**config.mk**
```make
export PLATFORM = sky130hd
export DESIGN_NAME = gsa_front
export DESIGN_NICKNAME = d
export VERILOG_FILES = /design/src/gsa_pkg.sv /design/src/gsa_front.sv
export SDC_FILE = /design/constraint.sdc
export NUM_CORES = 1
export LEC_CHECK = 0
export BUFFER_PORTS_ARGS = -buffer_cell sky130_fd_sc_hd__buf_2
export CORE_ASPECT_RATIO = 0.8
export CORE_UTILIZATION = 44
export CTS_CLUSTER_DIAMETER = 200
export DETAILED_ROUTE_END_ITERATION = 10
export GPL_ROUTABILITY_DRIVEN = 0
export HOLD_SLACK_MARGIN = 0.15
export PLACE_DENSITY = 0.82
export SYNTH_ARGS = -nofsm -noshare
export SYNTH_HDL_FRONTEND = slang
export SYNTH_SLANG_ARGS = --single-unit
```
**constraint.sdc**
```tcl
create_clock -name clk -period 6.3 [get_ports clk]
set_clock_uncertainty 0.2 [all_clocks]
set_input_delay 0.63 -clock clk [delete_from_list [all_inputs] [get_ports clk]]
set_output_delay 0.63 -clock clk [all_outputs]
set_load 0.005 [all_outputs]
```
**src/gsa_pkg.sv**
```systemverilog
// gsa_pkg: shared widths, defaults and the queue item type for grouped_sum_accumulator.
// No dependencies.
`timescale 1ns / 1ps

package gsa_pkg;

    localparam int GROUPS_DEFAULT = 1024;
    localparam int GROUP_W        = 10;
    localparam int VALUE_W        = 64;
    localparam int COUNT_W        = 11;

    typedef struct packed {
        logic [GROUP_W-1:0]        group;
        logic signed [VALUE_W-1:0] value;
        logic                      in_range;
        logic                      apply;
    } gsa_item_t;

endpackage

```
**src/gsa_front.sv**
```systemverilog
// gsa_front: input beat capture and row classification (range check, apply decision).
// Depends on gsa_pkg; feeds gsa_queue.
`timescale 1ns / 1ps

module gsa_front
    import gsa_pkg::*;
#(
    parameter int GROUPS = GROUPS_DEFAULT
)
(
    input  logic                      clk,
    input  logic                      rst_n,
    input  logic                      in_valid,
    output logic                      in_stall,
    input  logic [GROUP_W-1:0]        group_index,
    input  logic signed [VALUE_W-1:0] row_value,
    input  logic                      row_selected,
    input  logic                      value_present,
    input  logic                      clearing,
    input  logic                      q_full,
    output logic                      push,
    output gsa_item_t                 push_item
);

    logic      item_valid_reg;
    logic      item_valid_next;
    gsa_item_t item_reg;
    gsa_item_t item_next;
    logic      accept;
    logic      in_range;

    assign in_stall        = clearing || (item_valid_reg && q_full);
    assign accept          = in_valid && !in_stall;
    assign push            = item_valid_reg && !q_full;
    assign push_item       = item_reg;
    assign item_valid_next = accept || (item_valid_reg && q_full);
    assign in_range        = (32'(group_index) < GROUPS);

    always_comb
    begin
        item_next = item_reg;
        if (accept)
        begin
            item_next.group    = group_index;
            item_next.value    = row_value;
            item_next.in_range = in_range;
            item_next.apply    = row_selected && value_present && in_range;
        end
    end

    always_ff @(posedge clk or negedge rst_n)
    begin
        if (!rst_n)
        begin
            item_valid_reg <= 1'b0;
        end
        else
        begin
            item_valid_reg <= item_valid_next;
        end
    end

    always_ff @(posedge clk)
    begin
        item_reg <= item_next;
    end

endmodule

```
==> out/metrics.cfg <==
[global_routing]
grt_pass1_vias=1425
grt_use_total_pct=16.5
antenna_found_initial=0
grt_overflow=0
grt_max_degree=76
grt_pass1_wl_mm=6.55

[pwr]
netSwitchingFraction_pct=18.0
p_clk_share_pct=40.2
pwr-share-comb_pct=5.6
ir_worst_vdd_mv=0.225
p_leak_nw=1.48
power_mw=1.08
power_density_nw_per_um2=313
power.switching_uw=195
seq_power_share_pct=54.2
p_int_uw=888

[clock_network]
cts_sinks=76
htreeDepth=3
cts-buffers-inserted=9
cts_root_buf=clkbuf_8
clockBufferDepth=2
clkLatencyLatePin_ns=0.33
cts_tree=done
cts.clk_slew.worst_paths_ns=0.07
post_cts_buffers=0

[floorplanning]
fp.dieArea_um2=5610
die_x_um=83.5
initial_core_util_pct=46.1
die_h_um=67.2
pin_count=159
fp-row-count=23
core-area_um2=5060

[timing]
setup_ws_ns=4.32
timing.fmax_mhz=505
fin_setup_tns_ns=0
setup_violations=0
worst_pin_slew_ns=0.903
slew_violations=0
slew_headroom_pct=39.8
rsz0062_at_grt=no
min_period_over_period_pct=31.4
timing.final.hold_violations=0
final.min_clock_period_ns=1.98

[setup_path]
endpoint_kind=flop
path_max_fanout=75
critical_path.slowest_cell=buf_4
path_cells=buf_2, nand2b_4, a21oi_4, buf_4
required_ns=6.06
arrival_ns=1.74
crit_type=input pin to flop
start_kind=input pin
slowest_delay_ns=0.71

[drt]
via_count=1411
viasPerCell=4.40
wl_per_cell_um=14.4
first_iter_violations=70
drcViolationCount=0
dr.pass1.iters=4
wl_mm=4.62
ant_nets=0

[placement]
place_area_um2=3210
io_buffers=157
dp_hpwl_mm=3.44
dp_slack_ns=3.95

[synth]
syn_area_um2=2340
synth-seq-cells=76
synth_flop_cell=edfxtp_1
yosysMostFrequentCell=edfxtp_1
synthArstFlopShare_pct=1.32
synth_largest_area_cell=edfxtp_1
yosysSeqAreaShare_pct=97.4
synthCells=85
syn_avg_cell_area_um2=27.5
yosys-top-cells-count=edfxtp_1 (75), nand2_1 (2)
syn-num-nets=166
synth_edf_count=75
yosys_warnings=0
yosys-top-cells-area=edfxtp_1 (96%), dfrtp_1 (1.1%), nand2b_4 (0.59%), a21oi_2 (0.37%), buf_4 (0.32%)
synth.distinct_cells=10
netlist.area_leader.share_pct=96.4

[finish]
design_area_um2=3460
largest_register_ffs=75
fin_nets=335
diodes=0
syn_to_final_growth_pct=48.1
drive_gt1_share_pct=67.2

[status]
status=finished clean

[flow_run]
drv_cap=0

[worst_hold_path]
hp-class=input pin to flop

-- path summary, 6_finish.rpt --
| path | from | to | slack, ns | cells past startpoint |
|---|---|---|---|---|
| max | clearing | push_item[60]$_DFFE_PP_ | 4.32 | 4 |
| min | row_value[49] | push_item[51]$_DFFE_PP_ | 0.26 | 1 |
| max reg2reg | item_valid_reg$_DFF_PN0_ | push_item[60]$_DFFE_PP_ | 4.41 | 2 |
| min reg2reg | item_valid_reg$_DFF_PN0_ | item_valid_reg$_DFF_PN0_ | 0.40 | 2 |
| max in group asynchronous | rst_n | item_valid_reg$_DFF_PN0_ | 5.43 | 2 |
| min in group asynchronous | rst_n | item_valid_reg$_DFF_PN0_ | 0.39 | 2 |
-- through the flow --
stage               util [%]  instances  hold slack [ns]
floorplan                  -         85            0.134
global placement        63.3        304            0.208
detailed placement      63.3        304            0.207
CTS                     68.3        321            0.243
global route            68.3        321            0.233
finish                  68.3        321            0.264
-- cell type report --
type,count,area (µm²)
tap,62,77.6
multi-input combinational,8,60.1
sequential,76,2280
fill,366,1600
timing repair buffer,159,803
clock buffer,12,145
clock inverter,4,97.6
-- critical path: cells and delay by family --
family / cells / cell delay [ns]
AO/OA/AOI/OAI: 1 / 0.11
buffers and inverters: 2 / 0.81
AND/OR/NAND/NOR: 1 / 0.14
-- logic make-up (layout without fill, tap and decap cells) --
| kind of cell | after synthesis | count (layout) | synth area share [%] |
|---|---|---|---|
| flip-flops | 76 | 76 | 97.4 |
| AND/OR/NAND/NOR | 6 | 6 | 1.71 |
| other | 1 | 1 | 0.160 |
| AO/OA/AOI/OAI | 1 | 1 | 0.375 |
| buffers and inverters | 1 | 175 | 0.321 |
-- layout by cell type, fill, tap and decap left out --
cell type | synthesis | final
nand2b_4 | 1 | 1
and2_1 | 1 | 1
nand2_1 | 2 | 2
conb_1 | 1 | 1
clkinvlp_4 | 0 | 1
nor2b_1 | 1 | 1
buf_2 | 0 | 157
dlygate4sd3_1 | 0 | 1
buf_4 | 1 | 1
clkbuf_1 | 0 | 2
dfrtp_1 | 1 | 1
edfxtp_1 | 75 | 75
nand2b_1 | 1 | 1
a21oi_4 | 0 | 1
clkbuf_8 | 0 | 10
bufinv_16 | 0 | 3
-- what timing repair did --
| action | in CTS | in global routing |
|---|---|---|
| hold endpoints to repair | 1 | 0 |
| resized for setup | 0 | 0 |
| hold buffers | 1 | 0 |
-- layer usage --
| layer | share of wire, % | vias up | global-route usage [%] |
|---|---|---|---|
| li1 | - | 670 | - |
| met1 | 32 | 625 | 14.6 |
| met2 | 50 | 109 | 28.8 |
| met3 | 16 | 7 | 13.2 |
| met4 | 0.82 | 0 | 5.72 |
| met5 | 0 | - | 0 |
-- power by group through the flow --
stage | Combinational, mW | Clock [mW] | Sequential (mW)
6_report | 0.0609 | 0.435 | 0.587
3_3_place_gp | 0.0589 | 0 | 0.597
4_1_cts | 0.0622 | 0.448 | 0.587
2_1_floorplan | 0.0103 | 0 | 0.603
3_5_place_dp | 0.0618 | 0 | 0.598
5_1_grt | 0.0664 | 0.469 | 0.588
No activity file was read; power rests on OpenSTA's default activity.
