`config.mk`:
```
export PLATFORM = sky130hd
export DESIGN_NAME = gsa_queue
export DESIGN_NICKNAME = d
export VERILOG_FILES = /design/src/gsa_pkg.sv /design/src/gsa_queue.sv
export SDC_FILE = /design/constraint.sdc
export NUM_CORES = 1
export LEC_CHECK = 0
export BUFFER_PORTS_ARGS = -buffer_cell sky130_fd_sc_hd__buf_2
export CAP_MARGIN = 40
export CORE_ASPECT_RATIO = 2
export CORE_MARGIN = 2
export CORE_UTILIZATION = 56
export CTS_CLUSTER_SIZE = 24
export DETAILED_ROUTE_END_ITERATION = 10
export PLACE_DENSITY = 0.84
export SKIP_LAST_GASP = 1
export SLEW_MARGIN = 25
export SYNTH_ARGS = -nofsm -noshare
export SYNTH_HDL_FRONTEND = slang
export SYNTH_SLANG_ARGS = --single-unit
```
`constraint.sdc`:
```
create_clock -name clk -period 8.9 [get_ports clk]
set_input_delay 1.78 -clock clk [delete_from_list [all_inputs] [get_ports clk]]
set_output_delay 1.78 -clock clk [all_outputs]
set_load 0.01 [all_outputs]
```
`src/gsa_pkg.sv`:
```
// gsa_pkg: shared widths, defaults and the queue item type for grouped_sum_accumulator.
// No dependencies.
`timescale 1ns / 1ps

package gsa_pkg;

    localparam int GROUPS_DEFAULT = 1024;
    localparam int GROUP_W        = 10;
    localparam int VALUE_W        = 64;
    localparam int COUNT_W        = 11;

    typedef struct packed {
        logic [GROUP_W-1:0]        group;
        logic signed [VALUE_W-1:0] value;
        logic                      in_range;
        logic                      apply;
    } gsa_item_t;

endpackage

```
`src/gsa_queue.sv`:
```
// gsa_queue: two-entry queue of classified rows between front and back.
// Depends on gsa_pkg.
`timescale 1ns / 1ps

module gsa_queue
    import gsa_pkg::*;
(
    input  logic      clk,
    input  logic      rst_n,
    input  logic      push,
    input  gsa_item_t push_item,
    output logic      full,
    input  logic      pop,
    output gsa_item_t head,
    output logic      empty
);

    gsa_item_t  entry_reg [2];
    logic       wr_ptr_reg;
    logic       wr_ptr_next;
    logic       rd_ptr_reg;
    logic       rd_ptr_next;
    logic [1:0] count_reg;
    logic [1:0] count_next;

    assign full  = (count_reg == 2'd2);
    assign empty = (count_reg == 2'd0);
    assign head  = entry_reg[rd_ptr_reg];

    always_comb
    begin
        wr_ptr_next = push ? !wr_ptr_reg : wr_ptr_reg;
        rd_ptr_next = pop ? !rd_ptr_reg : rd_ptr_reg;
        count_next  = count_reg + 2'(push) - 2'(pop);
    end

    always_ff @(posedge clk or negedge rst_n)
    begin
        if (!rst_n)
        begin
            wr_ptr_reg <= 1'b0;
            rd_ptr_reg <= 1'b0;
            count_reg  <= 2'd0;
        end
        else
        begin
            wr_ptr_reg <= wr_ptr_next;
            rd_ptr_reg <= rd_ptr_next;
            count_reg  <= count_next;
        end
    end

    always_ff @(posedge clk)
    begin
        if (push)
        begin
            entry_reg[wr_ptr_reg] <= push_item;
        end
    end

    a_no_overflow: assert property (@(posedge clk) disable iff (!rst_n)
        !(push && full))
        else $error("queue push while full");

    a_no_underflow: assert property (@(posedge clk) disable iff (!rst_n)
        !(pop && empty))
        else $error("queue pop while empty");

endmodule

```
==> flow_metrics.py, run 1 <==
metrics = {
    "power": {
        "swShare_pct": 27.8,
        "sequentialPowerShare_pct": 44.3,
        "power.leakage_nw": 2.89,
        "p_int_mw": 1.70,
        "power_frac_comb_pct": 28.0,
        "powerDensity_nw_per_um2": 322,
        "clock_power_share_pct": 27.7,
        "p_sw_mw": 0.657,
        "ir_drop_mv": 0.341,
    },
    "floorplanning": {
        "rows": 52,
        "die_y_um": 148,
        "die_area_um2": 11200,
        "fp.coreArea_um2": 10100,
        "ios": 158,
        "die_w_um": 76.0,
        "initial_core_util_pct": 57.6,
    },
    "clock_tree": {
        "cts_buffers": 17,
        "cts_hold_buf": 0,
        "clock-root-buffer": "clkbuf_16",
        "cts_setup_buffers": 0,
        "htreeDepth": 4,
        "post_cts_resized": 0,
        "tritoncts": "yes",
        "clk_pin_slew_ns": 0.06,
        "cts_buffer_depth": 2,
        "clock-sinks": 156,
        "clk_latency_ns": 0.40,
    },
    "sta": {
        "max_freq_mhz": 261,
        "drv_slew": 0,
        "timing.slew.headroom_pct": 65.5,
        "post-route-min-period_ns": 3.84,
        "rsz0062_at_grt": "false",
        "min_period_over_period_pct": 43.1,
        "tightest_slew_ns": 0.517,
        "fin_setup_tns_ns": 0,
        "skew_ns": 0.00598,
        "setup_violations": 0,
        "setup_ws_ns": 5.06,
        "hold_violations": 0,
    },
    "grt": {
        "grt_pass1_vias": 3138,
        "grt_remaining_overflow": 0,
        "grt_max_degree": 47,
        "grtUsageTotal_pct": 18.5,
        "antenna_found_initial": 2,
        "grt_pass1_wl_um": 15300,
    },
    "critical_path": {
        "crit_required_ns": 7.12,
        "cp_max_fo": 46,
        "worstSetupPathType": "flop to output port",
        "critPathArrivalTime_ns": 2.06,
        "startpoint_type": "flop",
        "cp-end-kind": "output port",
    },
    "synth": {
        "synth_area_leader_cell": "edfxtp_1",
        "synth_nets": 334,
        "synth_warnings": 0,
        "ys_top_cells_by_area": "edfxtp_1, mux2_2, mux2_4, dfrtp_1, buf_6",
        "synthesis.area_um2": 5810,
        "synth_top_area_share_pct": 78.6,
        "synth-seq-cells": 156,
        "yosysSeqAreaShare_pct": 80.3,
        "avgSynthCellArea_um2": 23.0,
        "synth_cell_types": 13,
        "syn_inst": 252,
    },
    "final_layout": {
        "instances_no_fill": 573,
        "final_common_cell": "buf_2",
        "design_area_um2": 7340,
        "drive_gt1_share_pct": 61.9,
        "num-nets-final": 505,
        "fin_util_pct": 72.8,
        "final_cell_mix": "buf_2, edfxtp_1, mux2_2, mux2_4, clkbuf_16",
        "areaGrowthSynthToFinish_pct": 26.5,
        "largest_reg_flops": 152,
    },
    "place": {
        "dpl_worst_slack_ns": 5.48,
        "post-dp-hpwl_um": 6890,
        "port_buffers": 157,
        "dpl_cell_area_um2": 6790,
        "dp.cells": 539,
        "place_congestion": 0.771,
    },
    "detailed_routing": {
        "routedWlPerCell_um": 17.6,
        "drc": 0,
        "ant_nets": 0,
        "via_per_inst": 5.01,
        "initialDrtViolationCount": 134,
        "wirelength_um": 10100,
        "dr.pass1.iters": 4,
        "vias": 2869,
    },
    "flow_run": {
        "max_cap_viol_count": 0,
    },
    "min_path": {
        "hold_path.class": "flop to flop",
    },
    "run_status": {
        "outcome": "completed",
    },
}
[power groups by stage]
| stage | Sequential, mW | Combinational, mW | Clock, mW |
|---|---|---|---|
| after global placement | 1.10 | 0.589 | 0 |
| after detailed placement | 1.06 | 0.669 | 0 |
| after global routing | 1.06 | 0.706 | 0.697 |
| after CTS | 1.05 | 0.672 | 0.669 |
| after floorplan | 1.03 | 0.471 | 0 |
| final | 1.05 | 0.661 | 0.654 |
[Yosys cell counts, drive strengths merged]
master,count
and2,1
buf,9
dfrtp,4
edfxtp,152
ha,2
inv,2
mux2,76
nor2,1
nor2b,2
xor2,2
xor3,1
[per-layer routing]
| layer | vias up | share of wire, % | track usage [%] |
|---|---|---|---|
| li1 | 1346 | - | - |
| met1 | 1401 | 36 | 18.2 |
| met2 | 104 | 57 | 33.7 |
| met3 | 18 | 4.5 | 5.98 |
| met4 | 0 | 3.0 | 10.8 |
| met5 | - | 0 | 0 |
[critical path, stage by stage, from the launching register on]
cell and delay, ns:
dfrtp_4 0.75, buf_16 0.32, mux2_2 0.40, buf_2 0.15
[kinds of logic (layout without fill, tap and decap cells)]
logic type	after synthesis	after routing	share of synthesized area, %
fa+ha+maj	2	2	0.431
buf+inv	11	195	1.44
mux	76	76	16.7
other cells	0	2	0
simple gates	4	4	0.388
xor+xnor	3	3	0.711
flops	156	156	80.3
[final timing paths]
check / startpoint / to / slack, ns / depth (start not counted)
worst min register to register: wr_ptr_reg / wr_ptr_reg / 0.55 / 1
worst max register to register: wr_ptr_reg / entry_reg[0][7] / 7.33 / 3
worst max-delay path: rd_ptr_reg / head[10] / 5.06 / 3
worst min-delay path: wr_ptr_reg / wr_ptr_reg / 0.55 / 1
max in group asynchronous: rst_n / rd_ptr_reg / 7.60 / 1
min in group asynchronous: rst_n / wr_ptr_reg / 1.17 / 1
[per-stage QoR]
stage	hold slack [ns]	total power, mW
2_1_floorplan	0.455	1.50
3_3_place_gp	0.528	1.69
3_5_place_dp	0.544	1.73
4_1_cts	0.558	2.39
5_1_grt	0.576	2.46
6_report	0.549	2.36
[layout make-up]
cell class	count	area (um^2)
Antenna cell	2	5.00
Clock buffer	17	425
Clock inverter	15	124
Multi-Input combinational cell	85	1070
Fill cell	635	2740
Sequential cell	156	4670
Inverter	2	7.51
Tap cell	135	169
Timing Repair Buffer	161	876
(Power assumes the default switching activity.)
==> run 2, diff against run 1 <==
CORE_UTILIZATION = 52   (was 56)
PLACE_DENSITY = 0.79   (was 0.84)
clock period = 3.7 ns   (was 8.9 ns; I/O delays follow)
==> flow_metrics.py, run 2 (synthesized netlist as in run 1, its figures left out) <==
metrics = {
    "run_status": {
        "outcome": "completed",
    },
    "sta": {
        "setup_violations": 0,
        "skew_ns": 0.00784,
        "rsz0062_at_grt": "false",
        "fin_setup_tns_ns": 0,
        "hold_slack_ns": 0.133,
        "min_period_over_period_pct": 77.4,
        "max_freq_mhz": 349,
        "tightest_slew_ns": 0.720,
        "post-route-min-period_ns": 2.86,
        "timing.slew.headroom_pct": 51.9,
        "hold_violations": 0,
        "drv_slew": 0,
    },
    "grt": {
        "grt_max_degree": 52,
        "antenna_found_initial": 1,
        "grt-busiest-layer": "met2",
        "grtUsageTotal_pct": 17.8,
        "grt_remaining_overflow": 0,
        "grtUsageMet2_pct": 32.0,
        "grt_pass1_wl_um": 15600,
        "met1_usage_pct": 16.9,
        "use_met3_pct": 6.32,
        "grt_pass1_vias": 3226,
    },
    "critical_path": {
        "slowest_delay_ns": 0.85,
        "cp_max_fo": 42,
        "critPathTopFamily": "flip-flops",
        "startpoint_type": "flop",
        "critPathSlowestCell": "dfrtp_4",
        "critical_path_buf_inv_count": 2,
        "cp-end-kind": "output port",
        "path_cells": "buf_12, mux2_2, buf_2",
        "worstSetupPathType": "flop to output port",
        "crit_required_ns": 2.96,
        "critPathArrivalTime_ns": 2.12,
    },
    "detailed_routing": {
        "via_per_inst": 5.03,
        "dr.pass1.iters": 4,
        "drc": 0,
        "vias": 2897,
        "wirelength_um": 10200,
        "ant_nets": 0,
        "routedWlPerCell_um": 17.8,
        "initialDrtViolationCount": 116,
    },
    "clock_tree": {
        "clock-root-buffer": "clkbuf_16",
        "cts_setup_buffers": 0,
        "tritoncts": "yes",
        "clk_pin_slew_ns": 0.06,
        "clock-sinks": 156,
        "htreeDepth": 4,
        "post_cts_resized": 0,
        "cts_buffers": 17,
        "cts_hold_buf": 0,
        "cts_buffer_depth": 2,
        "clk_latency_ns": 0.40,
    },
    "final_layout": {
        "areaGrowthSynthToFinish_pct": 27.9,
        "drive_gt1_share_pct": 61.0,
        "n_antenna_cell": 0,
        "final_common_cell": "buf_2",
        "final_cell_mix": "buf_2, edfxtp_1, mux2_2, mux2_4, clkbuf_16",
        "design_area_um2": 7430,
        "largest_reg_flops": 152,
        "num-nets-final": 505,
    },
    "place": {
        "place_congestion": 0.758,
        "port_buffers": 157,
        "dpl_cell_area_um2": 6770,
        "post-dp-hpwl_um": 6990,
    },
    "floorplanning": {
        "initial_core_util_pct": 53.4,
        "ios": 158,
        "rows": 54,
        "die_area_um2": 12100,
        "die_y_um": 153,
        "fp.coreArea_um2": 10900,
        "die_w_um": 78.7,
    },
    "min_path": {
        "hold_path.class": "primary input to async pin",
    },
    "power": {
        "ir_drop_mv": 0.547,
        "power.leakage_nw": 2.93,
        "powerDensity_nw_per_um2": 805,
        "finalPower_mw": 5.98,
    },
    "flow_run": {
        "max_cap_viol_count": 0,
    },
}
## run 2: routing by layer
metal	up-vias	routed length, um
met5	-	7
met4	2	303
met3	22	608
met2	106	5890
met1	1431	3420
li1	1336	-
## run 2: path summary, 6_finish.rpt
kind | cells past startpoint | end | from | slack [ns]
setup / recovery | 3 | head[70] | rd_ptr_reg | 0.84
hold / removal | 1 | count_reg[0] | rst_n | 0.13
setup reg to reg | 2 | entry_reg[0][51] | wr_ptr_reg | 1.93
hold reg to reg | 1 | wr_ptr_reg | wr_ptr_reg | 0.58
max in group asynchronous | 1 | rd_ptr_reg | rst_n | 3.42
min in group clk | 1 | entry_reg[1][32] | push_item[32] | 0.52
## run 2: final cells by class
type	instances	area [um^2]
inverters	2	7.51
well taps	140	175
fillers	726	3450
clock inverters	12	218
clock buffers	20	437
flip-flops and latches	156	4670
multi-input cells	85	1070
repair buffers	161	853
## run 2: metrics by stage
step / setup WS [ns] / util (%) / instances
floorplan: 0.537 / - / 252
CTS: 0.803 / 68.3 / 576
detailed placement: 1.25 / 62.2 / 544
global route: 0.729 / 68.3 / 576
global placement: 1.29 / 62.1 / 543
finish: 0.836 / 68.3 / 576
## run 2: where the power goes
part | internal (mW) | switching [mW] | total [mW]
Clock | 1.26 | 0.634 | 1.90
Combinational | 0.812 | 0.729 | 1.54
Sequential | 2.35 | 0.192 | 2.54
